**src/sv/touch_slot_allocator_with_expiry_top_assert.svh**
```systemverilog
// Assertion macros for the touch slot allocator.
// Included by the top level; uses its i_clk and i_rst_n ports.
`ifndef TOUCH_SLOT_ALLOCATOR_WITH_EXPIRY_TOP_ASSERT_SVH
`define TOUCH_SLOT_ALLOCATOR_WITH_EXPIRY_TOP_ASSERT_SVH

// Same-cycle implication, disabled during reset.
`define TSA_ASSERT_IMP(label, ante, cons, msg) \
    label: assert property (@(posedge i_clk) disable iff (!i_rst_n) (ante) |-> (cons)) \
        else $error(msg);

// Next-cycle implication, disabled during reset.
`define TSA_ASSERT_NXT(label, ante, cons, msg) \
    label: assert property (@(posedge i_clk) disable iff (!i_rst_n) (ante) |=> (cons)) \
        else $error(msg);

`endif

```
**src/sv/tsa_pkg.sv**
```systemverilog
// Shared types and constants for the touch slot allocator.
// Used by the controller, the datapath and the top level.
package tsa_pkg;

    localparam int NumSlots = 10;
    localparam int SlotW    = 4;
    localparam int CntW     = (NumSlots > 1) ? $clog2(NumSlots) : 1;

    localparam int InDataW  = 104;
    localparam int OutDataW = 24;

    localparam logic [2:0] REQ_ACQUIRE = 3'd0;
    localparam logic [2:0] REQ_RELEASE = 3'd1;
    localparam logic [2:0] REQ_REFRESH = 3'd2;
    localparam logic [2:0] REQ_EXPIRE  = 3'd3;
    localparam logic [2:0] REQ_QUERY   = 3'd4;

    localparam logic [1:0] STAT_OK     = 2'd0;
    localparam logic [1:0] STAT_NOFREE = 2'd1;
    localparam logic [1:0] STAT_NOTREG = 2'd2;

    localparam logic [4:0] EV_ABS        = 5'd3;
    localparam logic [5:0] CODE_MT_SLOT  = 6'd47;
    localparam logic [5:0] CODE_TRACK_ID = 6'd57;
    localparam logic [4:0] VALUE_UP      = 5'h1f;

    localparam logic [31:0] ExpirationReset = 32'd1000000;

    typedef struct packed {
        logic [1:0]       status;
        logic [SlotW-1:0] slot;
        logic             id_found;
        logic             slot_used;
        logic             ev_valid;
        logic [4:0]       ev_type;
        logic [5:0]       ev_code;
        logic [4:0]       ev_value;
        logic             last;
    } t_result;

    typedef struct packed {
        logic load;
        logic exec;
        logic scan_step;
        logic emit_none;
        logic emit_slot;
        logic emit_track;
    } t_cmd;

    typedef struct packed {
        logic is_expire;
        logic scan_done;
        logic mask_any;
        logic mask_one;
        logic out_free;
    } t_status;

endpackage

```
**src/sv/touch_slot_allocator_with_expiry_top.sv**
```systemverilog
// Touch slot allocator with expiry: maps touch identifiers to slots with deadlines.
// Input requests on s_axis, results on m_axis, one expiration register on the cfg channel.
// Depends on tsa_pkg, tsa_ctrl, tsa_dp and the assertion macro header.
//
// Requests enter on s_axis; tuser carries the request type. Each request gives one or
// more results on m_axis, the final one with tlast high. Acquire, release, refresh,
// query and unknown types are accepted in the idle state, then take a lookup step
// in which the identifier is compared against all slots at once and the result
// goes to the output register once it is free. An expire request instead scans every
// slot's deadline (one 64-bit compare a cycle) and gives a slot event and a track
// event per expired slot, or a single result when nothing expired. One request
// is handled at a time; s_axis_tready is high only while the sequencer is idle,
// and it is high even while a finished result still waits in the output register.
// A stalled receiver holds the output register and the sequencer waits on it.
// Reset clears all slots and the output valid flag and sets the expiration to 1000000.
// The cfg channel is always ready and should be written only while idle.
`include "touch_slot_allocator_with_expiry_top_assert.svh"
module touch_slot_allocator_with_expiry_top (
    input  logic                          i_clk,
    input  logic                          i_rst_n,
    input  logic                          i_cfg_valid,
    output logic                          o_cfg_ready,
    input  logic [31:0]                   i_cfg_data,
    input  logic                          s_axis_tvalid,
    output logic                          s_axis_tready,
    // identifier [31:0], slot_index [35:32], now_time [99:36], zero fill [103:100].
    input  logic [tsa_pkg::InDataW-1:0]   s_axis_tdata,
    // req_type [2:0].
    input  logic [2:0]                    s_axis_tuser,
    output logic                          m_axis_tvalid,
    input  logic                          m_axis_tready,
    // status [1:0], slot [5:2], id_found [6], slot_used [7], ev_type [12:8],
    // ev_code [18:13], ev_value [23:19].
    output logic [tsa_pkg::OutDataW-1:0]  m_axis_tdata,
    // ev_valid [0].
    output logic                          m_axis_tuser,
    output logic                          m_axis_tlast
);
    import tsa_pkg::*;

    t_cmd    cmd;
    t_status st;
    t_result res;

    tsa_ctrl u_ctrl (
        .i_clk      (i_clk),
        .i_rst_n    (i_rst_n),
        .i_in_valid (s_axis_tvalid),
        .o_in_ready (s_axis_tready),
        .i_st       (st),
        .o_cmd      (cmd)
    );

    tsa_dp u_dp (
        .i_clk        (i_clk),
        .i_rst_n      (i_rst_n),
        .i_cfg_valid  (i_cfg_valid),
        .i_cfg_data   (i_cfg_data),
        .i_req_type   (s_axis_tuser),
        .i_identifier (s_axis_tdata[31:0]),
        .i_slot_index (s_axis_tdata[35:32]),
        .i_now_time   (s_axis_tdata[99:36]),
        .i_cmd        (cmd),
        .o_st         (st),
        .o_out        (res),
        .o_out_valid  (m_axis_tvalid),
        .i_out_ready  (m_axis_tready)
    );

    assign o_cfg_ready  = 1'b1;
    assign m_axis_tdata = {res.ev_value, res.ev_code, res.ev_type, res.slot_used,
                           res.id_found, res.slot, res.status};
    assign m_axis_tuser = res.ev_valid;
    assign m_axis_tlast = res.last;

    `TSA_ASSERT_NXT(a_one_request, s_axis_tvalid && s_axis_tready, !s_axis_tready, "request accepted while busy")
    `TSA_ASSERT_IMP(a_no_overwrite, cmd.exec || cmd.emit_none || cmd.emit_slot || cmd.emit_track, st.out_free, "pending result overwritten")
    `TSA_ASSERT_IMP(a_slot_range, m_axis_tvalid, m_axis_tdata[5:2] < SlotW'(NumSlots), "result slot out of range")

endmodule

```
**src/sv/tsa_ctrl.sv**
```systemverilog
// Request sequencer for the touch slot allocator.
// Depends on tsa_pkg for the command and status structs.
module tsa_ctrl (
    input  logic             i_clk,
    input  logic             i_rst_n,
    input  logic             i_in_valid,
    output logic             o_in_ready,
    input  tsa_pkg::t_status i_st,
    output tsa_pkg::t_cmd    o_cmd
);
    import tsa_pkg::*;

    localparam logic [2:0] S_IDLE  = 3'd0;
    localparam logic [2:0] S_EXEC  = 3'd1;
    localparam logic [2:0] S_SCAN  = 3'd2;
    localparam logic [2:0] S_EMIT  = 3'd3;
    localparam logic [2:0] S_TRACK = 3'd4;

    logic [2:0] r_state;
    logic [2:0] n_state;

    always_comb begin
        n_state    = r_state;
        o_cmd      = '0;
        o_in_ready = 1'b0;
        unique case (r_state)
            S_IDLE: begin
                o_in_ready = 1'b1;
                if (i_in_valid) begin
                    o_cmd.load = 1'b1;
                    n_state    = S_EXEC;
                end
            end
            S_EXEC: begin
                if (i_st.is_expire) begin
                    n_state = S_SCAN;
                end else if (i_st.out_free) begin
                    o_cmd.exec = 1'b1;
                    n_state    = S_IDLE;
                end
            end
            S_SCAN: begin
                o_cmd.scan_step = 1'b1;
                if (i_st.scan_done) begin
                    n_state = S_EMIT;
                end
            end
            S_EMIT: begin
                if (i_st.out_free) begin
                    if (i_st.mask_any) begin
                        o_cmd.emit_slot = 1'b1;
                        n_state         = S_TRACK;
                    end else begin
                        o_cmd.emit_none = 1'b1;
                        n_state         = S_IDLE;
                    end
                end
            end
            S_TRACK: begin
                if (i_st.out_free) begin
                    o_cmd.emit_track = 1'b1;
                    n_state          = i_st.mask_one ? S_IDLE : S_EMIT;
                end
            end
            default: begin
                n_state = S_IDLE;
            end
        endcase
    end

    always_ff @(posedge i_clk) begin
        if (!i_rst_n) begin
            r_state <= S_IDLE;
        end else begin
            r_state <= n_state;
        end
    end

endmodule

```
**src/sv/tsa_dp.sv**
```systemverilog
// Slot table, lookup logic, expiry scan and output register of the allocator.
// Depends on tsa_pkg; driven by commands from tsa_ctrl.
module tsa_dp (
    input  logic             i_clk,
    input  logic             i_rst_n,
    input  logic             i_cfg_valid,
    input  logic [31:0]      i_cfg_data,
    input  logic [2:0]       i_req_type,
    input  logic [31:0]      i_identifier,
    input  logic [tsa_pkg::SlotW-1:0] i_slot_index,
    input  logic [63:0]      i_now_time,
    input  tsa_pkg::t_cmd    i_cmd,
    output tsa_pkg::t_status o_st,
    output tsa_pkg::t_result o_out,
    output logic             o_out_valid,
    input  logic             i_out_ready
);
    import tsa_pkg::*;

    logic [31:0]         r_expiration;
    logic [2:0]          r_req;
    logic [31:0]         r_id;
    logic [SlotW-1:0]    r_qslot;
    logic [63:0]         r_now;
    logic [NumSlots-1:0] r_valid;
    logic [31:0]         r_owner    [NumSlots];
    logic [63:0]         r_deadline [NumSlots];
    logic [NumSlots-1:0] r_mask;
    logic [CntW-1:0]     r_cnt;
    t_result             r_out;
    logic                r_out_valid;

    logic [NumSlots-1:0] hit;
    logic                hit_any;
    logic [CntW-1:0]     hit_idx;
    logic                free_any;
    logic [CntW-1:0]     free_idx;
    logic [CntW-1:0]     ev_idx;
    logic                q_used;
    logic [64:0]         dl_sum;
    logic [63:0]         dl_new;
    logic                out_free;
    t_result             exec_res;
    t_result             ev_res;
    logic [NumSlots-1:0] ev_bit;

    always_comb begin
        hit_any  = 1'b0;
        hit_idx  = '0;
        free_any = 1'b0;
        free_idx = '0;
        ev_idx   = '0;
        q_used   = 1'b0;
        for (int i = NumSlots - 1; i >= 0; i--) begin
            hit[i] = r_valid[i] && (r_owner[i] == r_id);
            if (hit[i]) begin
                hit_any = 1'b1;
                hit_idx = CntW'(i);
            end
            if (!r_valid[i]) begin
                free_any = 1'b1;
                free_idx = CntW'(i);
            end
            if (r_mask[i]) begin
                ev_idx = CntW'(i);
            end
            if (r_qslot == SlotW'(i)) begin
                q_used = r_valid[i];
            end
        end
    end

    assign ev_bit = NumSlots'(1) << ev_idx;
    assign dl_sum = {1'b0, r_now} + {33'd0, r_expiration};
    assign dl_new = dl_sum[64] ? '1 : dl_sum[63:0];

    always_comb begin
        exec_res      = '0;
        exec_res.last = 1'b1;
        case (r_req)
            REQ_ACQUIRE: begin
                if (hit_any) begin
                    exec_res.slot     = SlotW'(hit_idx);
                    exec_res.id_found = 1'b1;
                end else if (free_any) begin
                    exec_res.slot     = SlotW'(free_idx);
                    exec_res.id_found = 1'b1;
                end else begin
                    exec_res.status = STAT_NOFREE;
                end
            end
            REQ_RELEASE: begin
                if (hit_any) begin
                    exec_res.slot = SlotW'(hit_idx);
                end
            end
            REQ_REFRESH, REQ_QUERY: begin
                if (hit_any) begin
                    exec_res.slot     = SlotW'(hit_idx);
                    exec_res.id_found = 1'b1;
                end else begin
                    exec_res.status = STAT_NOTREG;
                end
                exec_res.slot_used = (r_req == REQ_QUERY) && q_used;
            end
            default: begin
                exec_res.last = 1'b1;
            end
        endcase
    end

    always_comb begin
        ev_res          = '0;
        ev_res.slot     = SlotW'(ev_idx);
        ev_res.ev_valid = 1'b1;
        ev_res.ev_type  = EV_ABS;
        if (i_cmd.emit_track) begin
            ev_res.ev_code  = CODE_TRACK_ID;
            ev_res.ev_value = VALUE_UP;
            ev_res.last     = ((r_mask & ~ev_bit) == '0);
        end else begin
            ev_res.ev_code  = CODE_MT_SLOT;
            ev_res.ev_value = 5'(ev_idx);
        end
    end

    assign out_free = !r_out_valid || i_out_ready;

    always_ff @(posedge i_clk) begin
        if (!i_rst_n) begin
            r_expiration <= ExpirationReset;
            r_valid      <= '0;
            r_out_valid  <= 1'b0;
        end else begin
            if (i_cfg_valid) begin
                r_expiration <= i_cfg_data;
            end
            if (i_cmd.exec || i_cmd.emit_none || i_cmd.emit_slot || i_cmd.emit_track) begin
                r_out_valid <= 1'b1;
            end else if (i_out_ready) begin
                r_out_valid <= 1'b0;
            end
            if (i_cmd.exec) begin
                if (r_req == REQ_ACQUIRE && !hit_any && free_any) begin
                    r_valid[free_idx] <= 1'b1;
                end
                if (r_req == REQ_RELEASE && hit_any) begin
                    r_valid[hit_idx] <= 1'b0;
                end
            end
            if (i_cmd.emit_track) begin
                r_valid[ev_idx] <= 1'b0;
            end
        end
    end

    always_ff @(posedge i_clk) begin
        if (i_cmd.load) begin
            r_req   <= i_req_type;
            r_id    <= i_identifier;
            r_qslot <= i_slot_index;
            r_now   <= i_now_time;
            r_cnt   <= '0;
        end
        if (i_cmd.exec || i_cmd.emit_none) begin
            r_out <= exec_res;
        end
        if (i_cmd.emit_slot || i_cmd.emit_track) begin
            r_out <= ev_res;
        end
        if (i_cmd.exec) begin
            if (r_req == REQ_ACQUIRE || r_req == REQ_REFRESH) begin
                if (hit_any) begin
                    r_deadline[hit_idx] <= dl_new;
                end else if (r_req == REQ_ACQUIRE && free_any) begin
                    r_deadline[free_idx] <= dl_new;
                    r_owner[free_idx]    <= r_id;
                end
            end
        end
        if (i_cmd.scan_step) begin
            r_mask[r_cnt] <= r_valid[r_cnt] && (r_deadline[r_cnt] < r_now);
            r_cnt         <= r_cnt + 1'b1;
        end
        if (i_cmd.emit_track) begin
            r_mask <= r_mask & ~ev_bit;
        end
    end

    assign o_st.is_expire = (r_req == REQ_EXPIRE);
    assign o_st.scan_done = (r_cnt == CntW'(NumSlots - 1));
    assign o_st.mask_any  = |r_mask;
    assign o_st.mask_one  = $onehot(r_mask);
    assign o_st.out_free  = out_free;
    assign o_out          = r_out;
    assign o_out_valid    = r_out_valid;

endmodule
```
**config.mk**
```make
export PLATFORM = sky130hd
export DESIGN_NAME = touch_slot_allocator_with_expiry_top
export DESIGN_NICKNAME = d
export VERILOG_FILES = /design/src/sv/tsa_pkg.sv /design/src/sv/touch_slot_allocator_with_expiry_top.sv /design/src/sv/tsa_ctrl.sv /design/src/sv/tsa_dp.sv
export VERILOG_INCLUDE_DIRS = /design/src /design/src/sv
export SDC_FILE = /design/constraint.sdc
export NUM_CORES = 1
export LEC_CHECK = 0
export ABC_AREA = 1
export BUFFER_PORTS_ARGS = -buffer_cell sky130_fd_sc_hd__buf_2
export CAP_MARGIN = 20
export CORE_MARGIN = 8
export CORE_UTILIZATION = 48
export CTS_CLUSTER_SIZE = 24
export DETAILED_ROUTE_END_ITERATION = 7
export GPL_TIMING_DRIVEN = 0
export PLACE_DENSITY = 0.67
export SETUP_SLACK_MARGIN = 0.05
export SLEW_MARGIN = 10
export SYNTH_ARGS = -nofsm -noshare
export SYNTH_HDL_FRONTEND = slang
export SYNTH_SLANG_ARGS = --single-unit
export TNS_END_PERCENT = 20
```
**constraint.sdc**
```tcl
create_clock -name i_clk -period 6.1 [get_ports i_clk]
set_input_delay 1.22 -clock i_clk [delete_from_list [all_inputs] [get_ports i_clk]]
set_output_delay 1.22 -clock i_clk [all_outputs]
set_load 0.005 [all_outputs]
```
; ---- After elaboration in Yosys (flattened, before gate mapping)
; Memories as Yosys holds them, arrays and structs flattened. A register that Yosys moved wholly into a read port is not among the register bits.
; Cells that the tools add are included.
[word_totals]
output_inout_bits = 29
reg_bits = 186
ram_bits = 960
inputBits = 144
n_memories = 2
[memory_table]
columns = name, depth, width, read_ports, rd_ports_with_merged_regs, wr, line
row1 = u_dp.r_deadline, 10, 64, 1, 1, 1, tsa_dp.sv:27  ; logic [63:0] r_deadline [NumSlots];
row2 = u_dp.r_owner, 10, 32, 10, 0, 1, tsa_dp.sv:26  ; logic [31:0] r_owner [NumSlots];
[op_classes]
n_eq_ne = 34
bitwise = 7
addsub = 11
shift = 1
n_lt_le_gt_ge = 9
n_reduce_logical = 40
muxes = 134
[ops]
columns = op, count
row1 = 32-bit equality test, 10
row2 = 4-bit two-way mux, 35
row3 = 64-bit two-way mux, 2
row4 = 10-bit two-way mux, 10
row5 = 64-bit by 32-bit adder with 65-bit output, 1
row6 = 64-bit < comparator, 1
row7 = 64-bit OR reduction, 1
row8 = 1-bit two-way mux, 60
row9 = 24-bit two-way mux, 2
row10 = 10-bit AND, 3
row11 = 10-bit inverter, 3
row12 = 3-bit two-way mux, 7
row13 = 1-bit logical AND, 20
row14 = "4-bit by 5-bit < comparator with 1-bit output, second input constant", 4
row15 = 4-bit adder, 4
row16 = 1-bit demux with 4-bit select, 4
row17 = "4-bit by 3-bit equality test with 1-bit output, second input constant", 4
row18 = "4-bit by 1-bit greater-or-equal comparator with 1-bit output, second input constant", 4
row19 = 5-bit two-way mux, 3
row20 = 3-bit one-hot mux with 5 select lines, 1
row21 = "3-bit by 2-bit equality test with 1-bit output, second input constant", 4
row22 = "4-bit equality test, second input constant", 3
row23 = 4-bit one-hot mux with 3 select lines, 1
row24 = 1-bit by 1-bit adder with 2-bit output, 5
row25 = 24 further kinds, 44

; ---- Depth between registers and ports, before layout
; An unclocked memory read counts as a cell.
[depth]
word_depth = 25
mapped_depth = 24
mapped_depth_nobuf = 22

; ---- Hierarchy
; Synthesis repeated with hierarchy kept, for this count alone.
[unflattened]
cells_unflattened = 4726
hier_area_um2 = 51790.9
[modules_own_cells]
columns = mod, area_each_um2, cells_per_inst, instances
row1 = tsa_dp, 51435.6, 4670, 1
row2 = tsa_ctrl, 344.1, 54, 1
row3 = touch_slot_allocator_with_expiry_top, 11.3, 2, 1

; ---- Worst setup path before layout
; Ideal clock, no wire load.
[synth_path]
path_kind = input to register
startpoint = in s_axis_tvalid
endpoint = reg u_dp.r_id[0] (enable)
setup_time_ns = 0.565
cell_stages = 2
path_buffers = 0
arrival_time_ns = 5.548
setup_slack_ns = -0.014
path_cell_list = inv_1 nor2_1
[synth_rtl]
columns = item, line
row1 = start: declaration, touch_slot_allocator_with_expiry_top.sv:24  ; input logic s_axis_tvalid,
row2 = end signal: assignment, tsa_dp.sv:160  ; r_id <= i_identifier;
row3 = end: declaration, tsa_dp.sv:22  ; logic [31:0] r_id;

; ---- Worst setup path in the final report
[layout_path]
startpoint = reg u_dp.r_id[2]
endpoint = mem u_dp.r_deadline[0][33] (enable)
[layout_via]
elab_chain_len = 18
elab_cells_between_ends = 51
[layout_rtl]
columns = item, line
row1 = 32-bit equality test, tsa_dp.sv:55  ; hit[i] = r_valid[i] && (r_owner[i] == r_id);
row2 = 1-bit logical AND, tsa_dp.sv:55
row3 = 1-bit two-way mux (10 in series), tsa_dp.sv:56  ; if (hit[i]) begin
row4 = 1-bit two-way mux, tsa_dp.sv:173  ; if (hit_any) begin
row5 = 1-bit two-way mux, tsa_dp.sv:172  ; if (r_req == REQ_ACQUIRE || r_req == REQ_REFRESH) begin
row6 = 1-bit two-way mux, tsa_dp.sv:171  ; if (i_cmd.exec) begin
row7 = 1-bit two-way mux (not written as such), tsa_dp.sv:176  ; r_deadline[free_idx] <= dl_new;
row8 = 64-bit OR reduction (no source line), n/a
row9 = 4-bit two-way mux (no source line) or 1-bit two-way mux (tied branches), n/a
row10 = end: declaration, tsa_dp.sv:27
; Parallel ways exist; a longest one is shown, timed or not.

==> flow_summary.toml <==
[critical_path]
cp.arrival_ns = 6.22
crit_required_ns = 6.50
crit_path_start_kind = "flip-flop"
crit_path_max_fanout = 23
critPathKind = "flip-flop to flip-flop"
critPathCaptureType = "flip-flop"

[placement]
dp_hpwl_um = 114000
dp.cells = 6232
port-buffer-count = 164
gp_congestion = 0.970
dp_slack_ns = -0.000494

[routing]
drt_first_pass_iters = 6
drt-met1-wl_um = 66300
drt_iter0_drc = 5331
met2_length_um = 69700
ant_nets = 0
viasPerCell = 5.77
drc_errors = 0
maxUsedRoutingLayer = "met5"
num_vias = 37300
post_drt_wl_per_cell_um = 24.5
dr_wl_met3_um = 16500
finalWirelength_um = 158000

[timing]
layout_min_cycle_time_ns = 5.83
setup_tns_ns = 0
slew_headroom = 0.208
max_slew.worst_pin.slew_ns = 1.19
fin_crit_sh = 0.955
setup_ws_ns = 0.274
skew_ns = 0.0542
holdWs_ns = 0.458
hold_viol_final = 0
timing.fmax_mhz = 172
final_max_slew_viol_count = 0
finalSetupViolations = 0
rsz0062_at_grt = "false"

[power_and_ir_drop]
switching_power_mw = 5.07
swShare = 0.268
p_int_mw = 13.8
p_leak_nw = 21.7
p_comb_frac = 0.132
peakVddDrop_uv = 289
p_clk_frac = 0.382
power_frac_seq = 0.486
power_density_mw_per_mm2 = 321

[cts]
cts_buffers = 115
cts-root-buf = "clkbuf_16"
cts_tree = "built"
clkLatencyLatePin_ns = 0.73
postCtsSetupBuffers = 0
cts_buffer_depth = 3
htreeDepth = 3
cts.sink_count = 1144
cts.reportedPaths.clkPinSlew_ns = 0.06

[logic_synthesis]
synth_top_family_by_area = "simple AND/OR/NAND/NOR gates"
synth.most_common_cell = "edfxtp_1"
yosysWarningCount = 0
synth_compound_area_frac = 0.0933
synthSimpleGateAreaFrac = 0.137
synthXorXnorAreaFrac = 0.0232
syn_inst = 4629
synth-seq-area-share = 0.654
synth_area_per_cell_um2 = 11.2
synth_edf_count = 1089
synthFlopType = "edfxtp_1"
yosysTopAreaCell = "edfxtp_1"
syn-cell-area_mm2 = 0.0517
synthMuxAreaShare = 0.0147
synth_top_cells_by_area = "edfxtp_1 63%, nand2_1 5.0%, o21ai_0 4.6%, nor2_1 4.6%, inv_1 2.9%"
ys_seq_elements = 1144
yosys-top-cells-count = "1089 x edfxtp_1, 688 x nand2_1, 629 x nor2_1, 472 x o21ai_0, 403 x inv_1"
async_flop_share = 0
ys_types = 64
synth_adder_area_share = 0.0303
netlist.area_leader.share = 0.633

[floorplanning]
fp.dieW_um = 344
die_y_um = 344
die-area_mm2 = 0.118
start_util = 0.484
pin_count = 173
placementRows = 120
core_area_mm2 = 0.107

[run]
drv.max_cap_violation_count = 0

[final_layout]
fillers = 9044
drive_gt1_frac = 0.105
fin_nets = 5212
fin_cells = 6456
regArea_mm2 = 0.0338
syn_to_final_growth_pct = 14.0
multiInputGateArea_mm2 = 0.0155

[hold_path]
hold_class = "flip-flop to flip-flop"

[global_route]
grt_pass1_vias = 35300
grt_antenna_before_repair = 5
overflow = 0
grt_pass1_wl_um = 229000
grt_max_degree = 34
track_usage = 0.260

[status]
status = "completed"
stage by stage:
step / utilization / area (um^2) / power (mW)
floorplan: - / 51700 / 10.7
finish: 0.551 / 58900 / 18.9
detailed placement: 0.515 / 55000 / 11.8
global placement: 0.508 / 54300 / 11.7
global route: 0.551 / 58900 / 19.4
CTS: 0.551 / 58900 / 18.9
sequential cells by signal (all words and copies together), names as in the netlist, named ones only:
name               cells
u_dp.o_out            17
u_dp.r_req             3
u_dp.r_valid          10
u_dp.r_deadline      640
u_dp.r_qslot           4
u_dp.r_id             32
u_dp.r_owner         320
u_dp.r_cnt             4
u_ctrl.r_state         3
u_dp.r_now            64
u_dp.o_out_valid       1
u_dp.r_mask           10
u_dp.r_expiration     32
layout make-up:
type                       count  area share
antenna                        6    0.000255
buffer                       187      0.0150
clock buffer                 144      0.0516
clock inverter                73      0.0138
inverter                     426      0.0271
multi-input combinational   2874       0.263
sequential                  1144       0.574
tap                         1403      0.0298
timing repair buffer         199      0.0253
placed cells by master, fill, tap and decap left out, types with 9 or more instances in the layout:
cell	count
edfxtp_1	1089
nand2_1	688
nor2_1	616
o21ai_0	472
inv_1	395
buf_2	191
nand3_1	160
clkbuf_1	132
a21oi_1	117
clkbuf_16	117
ha_1	114
xnor2_1	104
nor3_1	96
o221ai_1	80
mux2i_1	76
o22ai_1	74
dfxtp_1	55
nand4_1	43
xor2_1	33
o21ai_1	31
inv_2	31
buf_12	30
buf_4	29
clkinv_2	27
buf_1	19
or2_2	18
nor2_4	16
a31oi_1	15
bufinv_16	14
clkinv_1	14
nor4_1	12
o211ai_1	10
o21a_1	9
path summary, 6_finish.rpt:
kind                                    start                               end  slack [ns]  cells past startpoint
setup reg to reg       u_dp.r_id[2]$_DFFE_PP_  u_dp.r_deadline[0][33]$_DFFE_PP_        0.27                     16
hold reg to reg   u_dp.o_out[18]$_SDFFE_PP0P_       u_dp.o_out[18]$_SDFFE_PP0P_        0.46                      2
setup / recovery       u_dp.r_id[2]$_DFFE_PP_  u_dp.r_deadline[0][33]$_DFFE_PP_        0.27                     16
hold / removal    u_dp.o_out[18]$_SDFFE_PP0P_       u_dp.o_out[18]$_SDFFE_PP0P_        0.46                      2
power groups by stage:
stage	logic (mW)	clock network [mW]	registers (mW)
after CTS	2.46	7.28	9.16
final	2.50	7.22	9.17
after floorplan	1.53	0	9.19
after detailed placement	2.44	0	9.33
after global placement	2.36	0	9.34
after global routing	2.72	7.56	9.17
layer usage:
metal / GRT usage / vias up
li1: - / 16900
met1: 0.370 / 18100
met2: 0.399 / 1958
met3: 0.0504 / 299
met4: 0.0879 / 2
met5: 0 / -
timing repair:
| action | in CTS | in global routing |
|---|---|---|
| endpoints found under the hold margin | 0 | 0 |
| hold buffers | 0 | 0 |
| gates resized for setup | 1 | 6 |
| setup endpoints to repair | 10 | 10 |
critical path, cell delays in order, from the launching register on:
cell      delay [ns]
edfxtp_1        1.03
inv_1           0.42
nand2_1         0.16
o21ai_0         0.09
nor3_1          0.74
nand3_1         0.35
o21ai_2         0.50
inv_1           0.14
nand3_4         0.18
nor2_4          0.09
nand3_4         0.14
nand2_2         0.09
nor2_2          0.14
nand2_2         0.16
nor2_4          0.70
buf_12          0.29
buf_12          0.22
cells by family after synthesis:
group,Yosys count
muxes,76
DFF,1144
adders and majority gates,121
and+or+nand+nor,1690
other,2
buffers and inverters,613
xor gates and xnor gates,137
AOI/OAI and AO/OA,846
Note: power is estimated with default switching activity, not from simulation.
